**src/rtl/xlt_pkg.sv**
```systemverilog
`default_nettype none
package xlt_pkg;

  localparam int unsigned MaxDepthDefault = 256;
  localparam int unsigned QueueDepth = 4;
  localparam int unsigned MaxRes = 3;

  localparam logic [7:0] ChLt    = 8'h3C;
  localparam logic [7:0] ChSlash = 8'h2F;
  localparam logic [7:0] ChGt    = 8'h3E;
  localparam logic [7:0] ChBang  = 8'h21;
  localparam logic [7:0] ChDash  = 8'h2D;
  localparam logic [7:0] ChColon = 8'h3A;
  localparam logic [7:0] ChEq    = 8'h3D;
  localparam logic [7:0] ChQuote = 8'h22;
  localparam logic [7:0] ChLf    = 8'h0A;

  typedef enum logic [4:0] {
    PH_START, PH_TAGSP, PH_LT, PH_ONAME, PH_ONAME2, PH_OSP, PH_SCSP,
    PH_ANAME, PH_ANAME2, PH_AEQ, PH_AQ, PH_AVAL, PH_VSTART, PH_VAL,
    PH_CLSP, PH_CLNAME, PH_CLNAME2, PH_CLEND, PH_CMD1, PH_CMD2,
    PH_CMBODY, PH_CMDASH, PH_CMDASH2
  } phase_t;

  typedef enum logic [3:0] {
    EV_TAGCHAR, EV_PREFIX, EV_TAGOPEN, EV_ATTRCHAR, EV_ATTRPREFIX,
    EV_ATTRVALCHAR, EV_ATTRDONE, EV_VALCHAR, EV_VALDONE, EV_TAGCLOSED,
    EV_DOCOK, EV_ERROR
  } event_t;

  typedef struct packed {
    logic       kind;
    logic [7:0] byte_in;
  } in_item_t;

  typedef struct packed {
    logic [3:0]  event_res;
    logic [7:0]  char_code;
    logic        nonblank;
    logic [15:0] error_line;
    logic [15:0] error_column;
    logic        last;
  } out_item_t;

  typedef struct packed {
    event_t     ev;
    logic [7:0] ch;
    logic       nb;
  } slot_t;

  typedef struct packed {
    logic [1:0]  cnt;
    slot_t [2:0] slot;
    logic [15:0] line;
    logic [15:0] col;
  } entry_t;

  typedef struct packed {
    logic full;
    logic empty;
  } queue_status_t;

  function automatic entry_t push_ev(entry_t e, event_t ev, logic [7:0] ch, logic nb);
    entry_t r;
    r = e;
    if (r.cnt < 2'(MaxRes)) begin
      r.slot[r.cnt].ev = ev;
      r.slot[r.cnt].ch = ch;
      r.slot[r.cnt].nb = nb;
      r.cnt = r.cnt + 2'd1;
    end
    return r;
  endfunction

  function automatic logic is_blank(logic [7:0] c);
    return (c == 8'd32) || ((c >= 8'd9) && (c <= 8'd13));
  endfunction

  function automatic logic is_alnum(logic [7:0] c);
    return ((c >= 8'h30) && (c <= 8'h39)) || ((c >= 8'h41) && (c <= 8'h5A)) ||
           ((c >= 8'h61) && (c <= 8'h7A));
  endfunction

endpackage
`default_nettype wire

```
**src/rtl/xml_lite_tokenizer.sv**
```systemverilog
// Each result is registered in the queue before the serializer presents it.
// Throughput: one input byte per cycle while the queue is not full; the result side moves
// one event per cycle unless result_stall is high, an item with k events taking k transfers.
// A four-entry queue between the parser and the event serializer absorbs bursts.
// Reset (rst, synchronous): parser to document start, line and column to 1, queue empty.
`default_nettype none
module xml_lite_tokenizer import xlt_pkg::*; #(
  parameter int unsigned MAX_DEPTH = MaxDepthDefault
) (
  input  wire logic     clk,
  input  wire logic     rst,
  input  wire logic     item_valid,
  output logic          item_stall,
  input  wire in_item_t item,
  output logic          result_valid,
  input  wire logic     result_stall,
  output out_item_t     result
);

  logic          push, pop;
  entry_t        push_entry, head;
  queue_status_t status;

  xlt_front #(.MAX_DEPTH(MAX_DEPTH)) u_front (
    .clk, .rst, .item_valid, .item_stall, .item,
    .queue_full(status.full), .push, .push_entry
  );

  xlt_fifo u_fifo (.clk, .rst, .push, .push_entry, .pop, .head, .status);

  xlt_back u_back (
    .clk, .rst, .head, .status, .pop, .result_valid, .result_stall, .result
  );

`ifndef SYNTHESIS
  a_stall_needs_backlog: assert property (@(posedge clk) disable iff (rst)
    item_stall |-> result_valid)
    else $error("input stalled with no pending result");
  a_loc_only_on_error: assert property (@(posedge clk) disable iff (rst)
    (result_valid && result.event_res != EV_ERROR) |->
      (result.error_line == 16'd0 && result.error_column == 16'd0))
    else $error("location on a non-error event");
  a_status_is_last: assert property (@(posedge clk) disable iff (rst)
    (result_valid && result.event_res == EV_DOCOK) |-> result.last)
    else $error("docok not last");
`endif

endmodule
`default_nettype wire

```
**src/rtl/xlt_front.sv**
```systemverilog
`default_nettype none
module xlt_front import xlt_pkg::*; #(
  parameter int unsigned MAX_DEPTH = MaxDepthDefault
) (
  input  wire logic     clk,
  input  wire logic     rst,
  input  wire logic     item_valid,
  output logic          item_stall,
  input  wire in_item_t item,
  input  wire logic     queue_full,
  output logic          push,
  output entry_t        push_entry
);

  localparam int unsigned DW = $clog2(MAX_DEPTH + 1);

  phase_t        phase, phase_next;
  logic [DW-1:0] depth, depth_next;
  logic          vnb, vnb_next;
  logic [15:0]   line, line_next;
  logic [15:0]   col, col_next;
  logic          errl, errl_next;
  logic          accept;

  assign item_stall = queue_full;
  assign accept = item_valid && !queue_full;
  assign push = accept && (push_entry.cnt != 2'd0);

  always_comb begin
    phase_t        ph;
    logic          again;
    logic [7:0]    c;
    entry_t        e;
    ph = phase;
    c = item.byte_in;
    e = '0;
    e.line = line;
    e.col = col;
    again = 1'b1;
    depth_next = depth;
    vnb_next = vnb;
    errl_next = errl;
    line_next = line;
    col_next = col;
    if (item.kind) begin
      if (errl) begin
        e = push_ev(e, EV_ERROR, 8'd0, 1'b0);
      end else begin
        unique case (phase)
          PH_TAGSP, PH_VSTART: begin
            e = push_ev(e, (depth != '0) ? EV_ERROR : EV_DOCOK, 8'd0, 1'b0);
          end
          PH_VAL: begin
            e = push_ev(e, EV_VALDONE, 8'd0, vnb);
            e = push_ev(e, (depth != '0) ? EV_ERROR : EV_DOCOK, 8'd0, 1'b0);
          end
          PH_ONAME, PH_ONAME2: begin
            e = push_ev(e, EV_TAGOPEN, 8'd0, 1'b0);
            e = push_ev(e, EV_ERROR, 8'd0, 1'b0);
          end
          default: e = push_ev(e, EV_ERROR, 8'd0, 1'b0);
        endcase
      end
      ph = PH_START;
      depth_next = '0;
      vnb_next = 1'b0;
      line_next = 16'd1;
      col_next = 16'd1;
      errl_next = 1'b0;
    end else if (!errl) begin
      for (int i = 0; i < 5; i++) begin
        if (again && !errl_next) begin
          again = 1'b0;
          unique case (ph)
            PH_START, PH_TAGSP: begin
              if (c == ChLt) ph = PH_LT;
              else if (!is_blank(c)) begin
                e = push_ev(e, EV_ERROR, 8'd0, 1'b0);
                errl_next = 1'b1;
              end
            end
            PH_LT: begin
              if (c == ChSlash) ph = PH_CLSP;
              else if (c == ChBang) ph = PH_CMD1;
              else if (!is_blank(c)) begin
                ph = PH_ONAME;
                again = 1'b1;
              end
            end
            PH_ONAME, PH_ONAME2: begin
              if (is_alnum(c)) e = push_ev(e, EV_TAGCHAR, c, 1'b0);
              else if (c == ChColon && ph == PH_ONAME) begin
                e = push_ev(e, EV_PREFIX, 8'd0, 1'b0);
                ph = PH_ONAME2;
              end else begin
                e = push_ev(e, EV_TAGOPEN, 8'd0, 1'b0);
                if (depth_next >= DW'(MAX_DEPTH)) begin
                  e = push_ev(e, EV_ERROR, 8'd0, 1'b0);
                  errl_next = 1'b1;
                end else begin
                  depth_next = depth_next + DW'(1);
                  ph = PH_OSP;
                  again = 1'b1;
                end
              end
            end
            PH_OSP: begin
              if (c == ChSlash) ph = PH_SCSP;
              else if (c == ChGt) ph = PH_VSTART;
              else if (!is_blank(c)) begin
                ph = PH_ANAME;
                again = 1'b1;
              end
            end
            PH_SCSP, PH_CLEND: begin
              if (c == ChGt) begin
                e = push_ev(e, EV_TAGCLOSED, 8'd0, 1'b0);
                if (depth_next == '0) begin
                  e = push_ev(e, EV_ERROR, 8'd0, 1'b0);
                  errl_next = 1'b1;
                end else begin
                  depth_next = depth_next - DW'(1);
                  ph = (ph == PH_SCSP) ? PH_TAGSP : PH_VSTART;
                end
              end else if (!is_blank(c)) begin
                e = push_ev(e, EV_ERROR, 8'd0, 1'b0);
                errl_next = 1'b1;
              end
            end
            PH_ANAME, PH_ANAME2: begin
              if (is_alnum(c)) e = push_ev(e, EV_ATTRCHAR, c, 1'b0);
              else if (c == ChColon && ph == PH_ANAME) begin
                e = push_ev(e, EV_ATTRPREFIX, 8'd0, 1'b0);
                ph = PH_ANAME2;
              end else begin
                ph = PH_AEQ;
                again = 1'b1;
              end
            end
            PH_AEQ, PH_AQ: begin
              if (ph == PH_AEQ && c == ChEq) ph = PH_AQ;
              else if (ph == PH_AQ && c == ChQuote) ph = PH_AVAL;
              else if (!is_blank(c)) begin
                e = push_ev(e, EV_ERROR, 8'd0, 1'b0);
                errl_next = 1'b1;
              end
            end
            PH_AVAL: begin
              if (c == ChQuote) begin
                e = push_ev(e, EV_ATTRDONE, 8'd0, 1'b0);
                ph = PH_OSP;
              end else e = push_ev(e, EV_ATTRVALCHAR, c, 1'b0);
            end
            PH_VSTART, PH_VAL: begin
              if (c == ChLt) begin
                if (ph == PH_VAL) e = push_ev(e, EV_VALDONE, 8'd0, vnb_next);
                vnb_next = 1'b0;
                ph = PH_LT;
              end else begin
                if (ph == PH_VSTART) vnb_next = 1'b0;
                if (!is_blank(c)) vnb_next = 1'b1;
                e = push_ev(e, EV_VALCHAR, c, 1'b0);
                ph = PH_VAL;
              end
            end
            PH_CLSP: begin
              if (!is_blank(c)) begin
                ph = PH_CLNAME;
                again = 1'b1;
              end
            end
            PH_CLNAME, PH_CLNAME2: begin
              if (is_alnum(c)) ph = ph;
              else if (c == ChColon && ph == PH_CLNAME) ph = PH_CLNAME2;
              else begin
                ph = PH_CLEND;
                again = 1'b1;
              end
            end
            PH_CMD1, PH_CMD2: begin
              if (c == ChDash) ph = (ph == PH_CMD1) ? PH_CMD2 : PH_CMBODY;
              else begin
                e = push_ev(e, EV_ERROR, 8'd0, 1'b0);
                errl_next = 1'b1;
              end
            end
            PH_CMBODY: if (c == ChDash) ph = PH_CMDASH;
            PH_CMDASH: ph = (c == ChDash) ? PH_CMDASH2 : PH_CMBODY;
            PH_CMDASH2: ph = (c == ChGt) ? PH_TAGSP : PH_CMBODY;
            default: begin
              e = push_ev(e, EV_ERROR, 8'd0, 1'b0);
              errl_next = 1'b1;
            end
          endcase
        end
      end
      if (!errl_next) begin
        if (c == ChLf) begin
          if (line != 16'hFFFF) line_next = line + 16'd1;
          col_next = 16'd1;
        end else if (col != 16'hFFFF) begin
          col_next = col + 16'd1;
        end
      end
    end
    phase_next = ph;
    push_entry = e;
  end

  always_ff @(posedge clk) begin
    if (rst) begin
      phase <= PH_START;
      depth <= '0;
      vnb <= 1'b0;
      line <= 16'd1;
      col <= 16'd1;
      errl <= 1'b0;
    end else if (accept) begin
      phase <= phase_next;
      depth <= depth_next;
      vnb <= vnb_next;
      line <= line_next;
      col <= col_next;
      errl <= errl_next;
    end
  end

endmodule
`default_nettype wire

```
**src/rtl/xlt_fifo.sv**
```systemverilog
`default_nettype none
module xlt_fifo import xlt_pkg::*; (
  input  wire logic   clk,
  input  wire logic   rst,
  input  wire logic   push,
  input  wire entry_t push_entry,
  input  wire logic   pop,
  output entry_t      head,
  output queue_status_t status
);

  localparam int unsigned AW = $clog2(QueueDepth);
  localparam int unsigned CW = $clog2(QueueDepth + 1);

  entry_t        store [QueueDepth];
  logic [AW-1:0] wptr, rptr;
  logic [CW-1:0] count;

  assign status.full = (count == CW'(QueueDepth));
  assign status.empty = (count == '0);
  assign head = store[rptr];

  always_ff @(posedge clk) begin
    if (push) store[wptr] <= push_entry;
  end

  always_ff @(posedge clk) begin
    if (rst) begin
      wptr <= '0;
      rptr <= '0;
      count <= '0;
    end else begin
      if (push) wptr <= AW'((32'(wptr) + 1) % QueueDepth);
      if (pop) rptr <= AW'((32'(rptr) + 1) % QueueDepth);
      count <= count + CW'(push) - CW'(pop);
    end
  end

`ifndef SYNTHESIS
  a_no_overflow: assert property (@(posedge clk) disable iff (rst) status.full |-> !push)
    else $error("push into full queue");
  a_no_underflow: assert property (@(posedge clk) disable iff (rst) status.empty |-> !pop)
    else $error("pop from empty queue");
  a_count_range: assert property (@(posedge clk) disable iff (rst) count <= CW'(QueueDepth))
    else $error("queue count out of range");
`endif

endmodule
`default_nettype wire

```
**src/rtl/xlt_back.sv**
```systemverilog
`default_nettype none
module xlt_back import xlt_pkg::*; (
  input  wire logic          clk,
  input  wire logic          rst,
  input  wire entry_t        head,
  input  wire queue_status_t status,
  output logic               pop,
  output logic               result_valid,
  input  wire logic          result_stall,
  output out_item_t          result
);

  logic [1:0] idx;
  slot_t      s;
  logic       is_last;

  assign s = head.slot[idx];
  assign is_last = (idx == head.cnt - 2'd1);
  assign result_valid = !status.empty;
  assign pop = result_valid && !result_stall && is_last;

  always_comb begin
    result.event_res = s.ev;
    result.char_code = s.ch;
    result.nonblank = s.nb;
    result.error_line = (s.ev == EV_ERROR) ? head.line : 16'd0;
    result.error_column = (s.ev == EV_ERROR) ? head.col : 16'd0;
    result.last = is_last;
  end

  always_ff @(posedge clk) begin
    if (rst) idx <= 2'd0;
    else if (result_valid && !result_stall) idx <= is_last ? 2'd0 : idx + 2'd1;
  end

endmodule
`default_nettype wire

```
**config.mk**
```make
export PLATFORM = sky130hd
export DESIGN_NAME = xml_lite_tokenizer
export DESIGN_NICKNAME = d
export VERILOG_FILES = /design/src/rtl/xlt_pkg.sv /design/src/rtl/xml_lite_tokenizer.sv /design/src/rtl/xlt_front.sv /design/src/rtl/xlt_fifo.sv /design/src/rtl/xlt_back.sv
export SDC_FILE = /design/constraint.sdc
export NUM_CORES = 1
export LEC_CHECK = 0
export BUFFER_PORTS_ARGS = -buffer_cell sky130_fd_sc_hd__buf_2
export CORE_UTILIZATION = 30
export DETAILED_ROUTE_END_ITERATION = 16
export MAX_ROUTING_LAYER = met4
export PLACE_DENSITY = 0.4
export SYNTH_ARGS = -nofsm -noshare
export SYNTH_HDL_FRONTEND = slang
export SYNTH_SLANG_ARGS = --single-unit
```
**constraint.sdc**
```tcl
create_clock -name clk -period 13 [get_ports clk]
set_clock_uncertainty 0.1 [all_clocks]
set_input_delay 3.25 -clock clk [delete_from_list [all_inputs] [get_ports clk]]
set_output_delay 3.25 -clock clk [all_outputs]
set_load 0.005 [all_outputs]
```
Word level (Yosys, flattened, before mapping). Memory sizes are Yosys's and may differ from the RTL's. A register that Yosys moved wholly into a read port is not among the register bits. Cells that the tools add are included.

Add/sub/neg operators: 34. Order comparisons: 62. Eq/ne operators: 127. Muxes and demuxes: 848. Reductions and logical operators: 133.

Operators with widths (number): $bwmux W39 (168); $mux W73 (84); $mux W41 (100); $pmux W73 S9 (5); $demux W13 S2 (48); $mux W5 (115); $mux W9 (55); $mux W13 (32); $pmux W5 S15 (5); $mux W72 (5); $pmux W73 S3 (1); $eq A5 B4 Y1 const B (40); $mux W16 (12); $eq A5 B5 Y1 const B (35); $mux W1 (172); $eq A5 B3 Y1 const B (20); $pmux W9 S2 (5); $reduce_or A2 Y1 (41); $eq A8 B6 Y1 const B (9); $reduce_or A13 Y1 (5); $pmux W1 S6 (9); $logic_and A1 B1 Y1 (53); $lt A2 B3 Y1 const B (17); $eq A5 B2 Y1 const B (10); other kinds (40) (158).

Register bits after elaboration: 57. Bits in writable memories: 292. Bits of input ports: 13. Word-level logic and storage cells: 1215. Memories: 1.

Memories: u_fifo.store (depth 4, width 73, rd ports 1, clocked after Yosys merged registers in 1, write ports 1, line xlt_fifo.sv:15) `entry_t store [QueueDepth];`.

Logic depth before layout (Yosys ltp).
Word-level depth: 142. Depth in mapped cells: 37. Gate-level depth less buffers: 36.

Modules after synthesis. A second synthesis with hierarchy kept.

Cell total of the unflattened synthesis: 1945. Area, all modules: 21271.7 µm².

By module, submodules not included: xlt_fifo (instances 1, cells an instance 423, area an instance 11046.8 µm², sequential area each 8948.6 µm²); xlt_front (instances 1, cells an instance 1378, area an instance 8999.9 µm², sequential area each 960.9 µm²); xlt_back (instances 1, cells an instance 144, area an instance 1224.9 µm², sequential area each 40.0 µm²).

Least setup slack after synthesis. OpenSTA, ideal clock, no wires.

Kind: input port to flip-flop. Start: input port item[2] in the netlist's numbering. End: memory u_fifo.store[0][0] in the netlist's numbering (enable). Arrival: 10.519 ns. Data required time: 12.461 ns. Slack: 1.942 ns. Stages: 26. Path buffers: 3. Cells stage by stage: clkbuf_1 and4b_1 and2_1 buf_4 buf_2 nand3_1 mux2_2 a221oi_1 ha_1 nand2_1 nor4_4 a21oi_4 nor2_4 nor3_1 xnor2_1 ha_1 inv_1 or4b_4 o211ai_1 a32o_1 a21boi_2 a41oi_1 a31oi_1 a211oi_2 a21oi_1 and2_1.

Longest elaborated chain between the ends: 81. Elaborated cells on any way between the ends: 656. Classes of those cells: add/sub: 18; order compare: 24; eq/ne: 97; mux: 430; reduce/logical: 87.

Ends and longest elaborated chain: from (decl) (line xml_lite_tokenizer.sv:14) `input wire in_item_t item,`; $ge A8 B4 Y1 or $le A8 B4 Y1 (tied branches) (line xlt_pkg.sv:76) `return (c == 8'd32) || ((c >= 8'd9) && (c <= 8'd13));`; $logic_and A1 B1 Y1 (line xlt_pkg.sv:76); $logic_or A1 B1 Y1 (line xlt_pkg.sv:76); $mux W72 (line xlt_front.sv:143) `else if (!is_blank(c)) begin`; $mux W73 (line xlt_front.sv:142) `else if (ph == PH_AQ && c == ChQuote) ph = PH_AVAL;`; $mux W73 (line xlt_front.sv:141) `if (ph == PH_AEQ && c == ChEq) ph = PH_AQ;`; $pmux W73 S9 (line xlt_front.sv:74) `unique case (ph)`; $mux W73 (line xlt_front.sv:70) `end else if (!errl) begin`; (+65 left out); $pmux W73 S9 (line xlt_front.sv:74); $mux W73 * (line xlt_front.sv:72) `if (again && !errl_next) begin`; $mux W73 * (line xlt_front.sv:70); $mux W73 * (line xlt_front.sv:45) `if (item.kind) begin`; $reduce_bool A2 Y1 * (line xlt_front.sv:27) `assign push = accept && (push_entry.cnt != 2'd0);`; $logic_and A1 B1 Y1 * (line xlt_front.sv:27); $mux W1 * (line xlt_fifo.sv:24) `if (push) store[wptr] <= push_entry;`; $mux W1 (not written as such) * (line xlt_fifo.sv:24); to (decl) (line xlt_fifo.sv:15).

Every way passes the cells marked *; elsewhere a longest branch is shown, timed or not. The select of a mux whose other input is x is not followed.

Worst setup path after layout.
Start: input port item[0] in the netlist's numbering. End: register u_fifo.count[2].

Longest elaborated chain between the ends: 81. Elaborated cells on any way between the ends: 656. Classes of those cells: add/sub: 20; order compare: 24; eq/ne: 97; mux: 428; reduce/logical: 87.

Ends and longest elaborated chain: $ge A8 B4 Y1 or $le A8 B4 Y1 (tied branches) (line xlt_pkg.sv:76); $logic_and A1 B1 Y1 (line xlt_pkg.sv:76); $logic_or A1 B1 Y1 (line xlt_pkg.sv:76); $mux W72 (line xlt_front.sv:143); $mux W73 (line xlt_front.sv:142); $mux W73 (line xlt_front.sv:141); $pmux W73 S9 (line xlt_front.sv:74); $mux W73 (line xlt_front.sv:70); (+65 left out); $pmux W73 S9 (line xlt_front.sv:74); $mux W73 * (line xlt_front.sv:72); $mux W73 * (line xlt_front.sv:70); $mux W73 * (line xlt_front.sv:45); $reduce_bool A2 Y1 * (line xlt_front.sv:27); $logic_and A1 B1 Y1 * (line xlt_front.sv:27); $add A3 B1 Y3 * (line xlt_fifo.sv:35) `count <= count + CW'(push) - CW'(pop);`; $sub A3 B1 Y3 * (line xlt_fifo.sv:35); to (signal assigned) (line xlt_fifo.sv:35); to (decl) (line xlt_fifo.sv:17) `logic [CW-1:0] count;`.

Marks and branches as above. A chain may end at the register's enable or synchronous reset.

==> impl_metrics.py <==
metrics = {
    "logic_synthesis": {
        "synth_seq_area_share_pct": 49.6,
        "synth-seq-cells": 351,
        "synth_top_family_by_area": "simple AND/OR/NAND/NOR gates",
        "synth-simple-area-share_pct": 17.9,
        "synth-edff-count": 292,
        "synthesis.area_um2": 20100,
        "synthXorXnorAreaFrac_pct": 1.35,
        "ys.flop_type": "edfxtp_1",
        "avgSynthCellArea_um2": 11.3,
        "yosys-top-cells-count": "edfxtp_1 (292), nor2_1 (137), nand2_1 (130), a21oi_1 (87), o21ai_0 (82)",
        "synth_fa_ha_area_share_pct": 1.35,
        "yosys_warnings": 0,
        "syn-instance-count": 1774,
        "yosysTopAreaCell": "edfxtp_1",
        "ys_types": 117,
        "post-synth-top-count-cell": "edfxtp_1",
        "async_flop_share_pct": 0,
        "synth_mux_area_share_pct": 9.24,
        "post-synth-top-area-fraction_pct": 43.7,
        "synth_compound_area_share_pct": 17.3,
        "synthTopCellsByArea": "edfxtp_1 (44%), mux4_2 (8.1%), dfxtp_1 (5.9%)",
    },
    "power_and_ir_drop": {
        "combPwrFrac_pct": 18.3,
        "p_int_mw": 2.24,
        "p_leak_nw": 7.61,
        "max-vdd-ir-drop_mv": 0.0855,
        "seq_power_share_pct": 45.5,
        "p_switching_mw": 0.818,
        "p_sw_share_pct": 26.7,
        "p_total_mw": 3.06,
        "p_per_area_nw_per_um2": 135,
        "pwr-share-clk_pct": 36.2,
    },
    "setup_path": {
        "crit_buf_inv": 5,
        "slowest_stage": "or4_4",
        "cp_max_fo": 22,
        "cp_slowest_stage_delay_ps": 590,
        "critPathRequiredTime_ps": 13350,
        "crit_family": "compound AO/OA/AOI/OAI gates",
        "startpoint_type": "input pin",
        "cp.arrival_ps": 11920,
        "crit_type": "input pin to register",
        "cp-end-kind": "register",
    },
    "die": {
        "die_h_um": 261,
        "io_pins": 61,
        "core-area_um2": 66000,
        "start_util_pct": 30.4,
        "placementRows": 94,
        "die_w_um": 261,
        "dieArea_um2": 67900,
    },
    "cts": {
        "path_clk_slew_ps": 60,
        "cts-root-buf": "clkbuf_16",
        "post_cts_buffers": 0,
        "cts_inserted_buffers": 39,
        "cts_tree": "yes",
        "clockBufferDepth": 3,
        "cts_resized": 0,
        "clock-sinks": 351,
        "cts_max_level": 2,
        "clkLatencyLatePin_ps": 570,
        "cts_hold_buf": 0,
    },
    "timing": {
        "tightestPinTransition_ps": 1200,
        "relSlewSlack_pct": 20.3,
        "hold_slack_ps": 429,
        "rsz0062_at_grt": "false",
        "setup_viol": 0,
        "worst_slack_ps": 1430,
        "period_share_pct": 89.0,
        "hold_viol_final": 0,
        "fmax_mhz": 86.4,
        "min_period_ps": 11570,
        "slew_viol_final": 0,
        "fin_tns_setup_ps": 0,
    },
    "global_route": {
        "overflow": 0,
        "grt_pass1_wl_um": 101000,
        "grt_max_degree": 53,
        "grt_antenna_before_repair": 0,
        "grt_pass1_vias": 15300,
        "globalRouteTotalUtil_pct": 20.5,
    },
    "job": {
        "max-cap-violations": 0,
    },
    "detailed_routing": {
        "vias": 15400,
        "first_pass_iters": 11,
        "finalWirelength_um": 67600,
        "wl_per_cell_um": 24.9,
        "drc_errors": 6,
        "ant_nets": 0,
        "via_per_inst": 5.67,
        "drt_iter0_markers": 1143,
    },
    "outcome": {
        "violations": "design-rule violations",
        "status": "complete, but fails checks",
    },
    "finish": {
        "finalNetCount": 1853,
        "layout-drive-gt1-share_pct": 17.6,
        "antenna_cells": 0,
        "final_util_pct": 34.4,
        "syn_to_final_growth_pct": 13.3,
        "fin_cells": 2714,
        "fin_area_um2": 22700,
    },
    "placed_design": {
        "io_buffers": 60,
        "place_hpwl_um": 47500,
        "gp_congestion": 0.949,
        "placed_cells": 2642,
        "dp_slack_ps": 926,
        "dpl_cell_area_um2": 21400,
    },
    "hold_path": {
        "hold_class": "register to register",
    },
}
==> power groups by stage <==
stage	logic [mW]	registers, mW	clock network, mW
3_5_place_dp	0.584	1.42	0
5_1_grt	0.622	1.41	1.18
4_1_cts	0.586	1.40	1.15
3_3_place_gp	0.586	1.42	0
2_1_floorplan	0.392	1.39	0
6_report	0.561	1.39	1.11
==> registers in the layout, summed over array words and instances, names as in the netlist, named ones only <==
name	flops
u_back.idx	2
u_fifo.count	3
u_fifo.rptr	2
u_fifo.store	292
u_fifo.wptr	2
u_front.col	16
u_front.depth	9
u_front.errl	1
u_front.line	16
u_front.phase	5
u_front.vnb	1
==> cell usage in the layout (no fill, tap or decap), types with 15 or more instances in the layout <==
master     Yosys  routed
a211oi_1      17      17
a21oi_1       87      87
a22oi_1       15      15
a31oi_1       17      17
and2_1        25      21
and3_1        47      47
buf_2         23      60
buf_4          7      41
clkbuf_16      0      39
conb_1         1      16
dfxtp_1       59      57
edfxtp_1     292     292
ha_1          20      20
inv_1         40      40
mux2i_1       21      21
mux4_2        72      72
nand2_1      130     130
nand2b_1      28      28
nand3_1       42      42
nand4_1       31      31
nor2_1       137     137
nor2b_1       45      45
nor3_1        44      44
o211ai_1      15      15
o21ai_0       82      82
o22ai_1       27      27
o31ai_1       23      22
xnor2_1       20      20
==> final cells by class <==
cell class              instances  area, um^2
flip-flops and latches        351        9960
fillers                      6557       43300
clock buffers                  58        1130
well taps                     864        1080
inverters                      40         150
multi-input cells            1282        9540
repair buffers                105         688
clock inverters                14         185
==> layer usage <==
layer  routed length, um  track usage [%]  vias up
met1               30600             27.2     7747
met4                2040             6.48        0
met5                   0                -        -
met2               31900             32.5      444
met3                3070             2.59      106
li1                    -                -     7079
==> path summary, 6_finish.rpt <==
kind	from	to	slack, ps	depth (start not counted)
setup / recovery	item[0]	u_fifo.count[2]	1430	32
hold / removal	u_fifo.rptr[1]	register	430	2
setup reg to reg	u_front.depth[0]	u_fifo.count[2]	3570	33
hold reg to reg	u_fifo.rptr[1]	register	430	2
==> worst register-to-register path: cells and delay by family, from the launching register on <==
kind	cells	cell delay, ps
AOI/OAI and AO/OA	9	2770
and+or+nand+nor	9	2600
buffers and inverters	5	460
muxes	1	360
DFF	1	590
xor gates and xnor gates	3	680
adders and majority gates	6	1740
==> kinds of logic (layout without fill, tap and decap cells) <==
group,Yosys count,count (layout)
AOI/OAI and AO/OA,474,474
xor gates and xnor gates,31,31
adders and majority gates,21,21
buffers and inverters,156,217
DFF,351,351
muxes,95,95
other,1,16
and+or+nand+nor,645,645
Power figures use the tool's default switching activity.
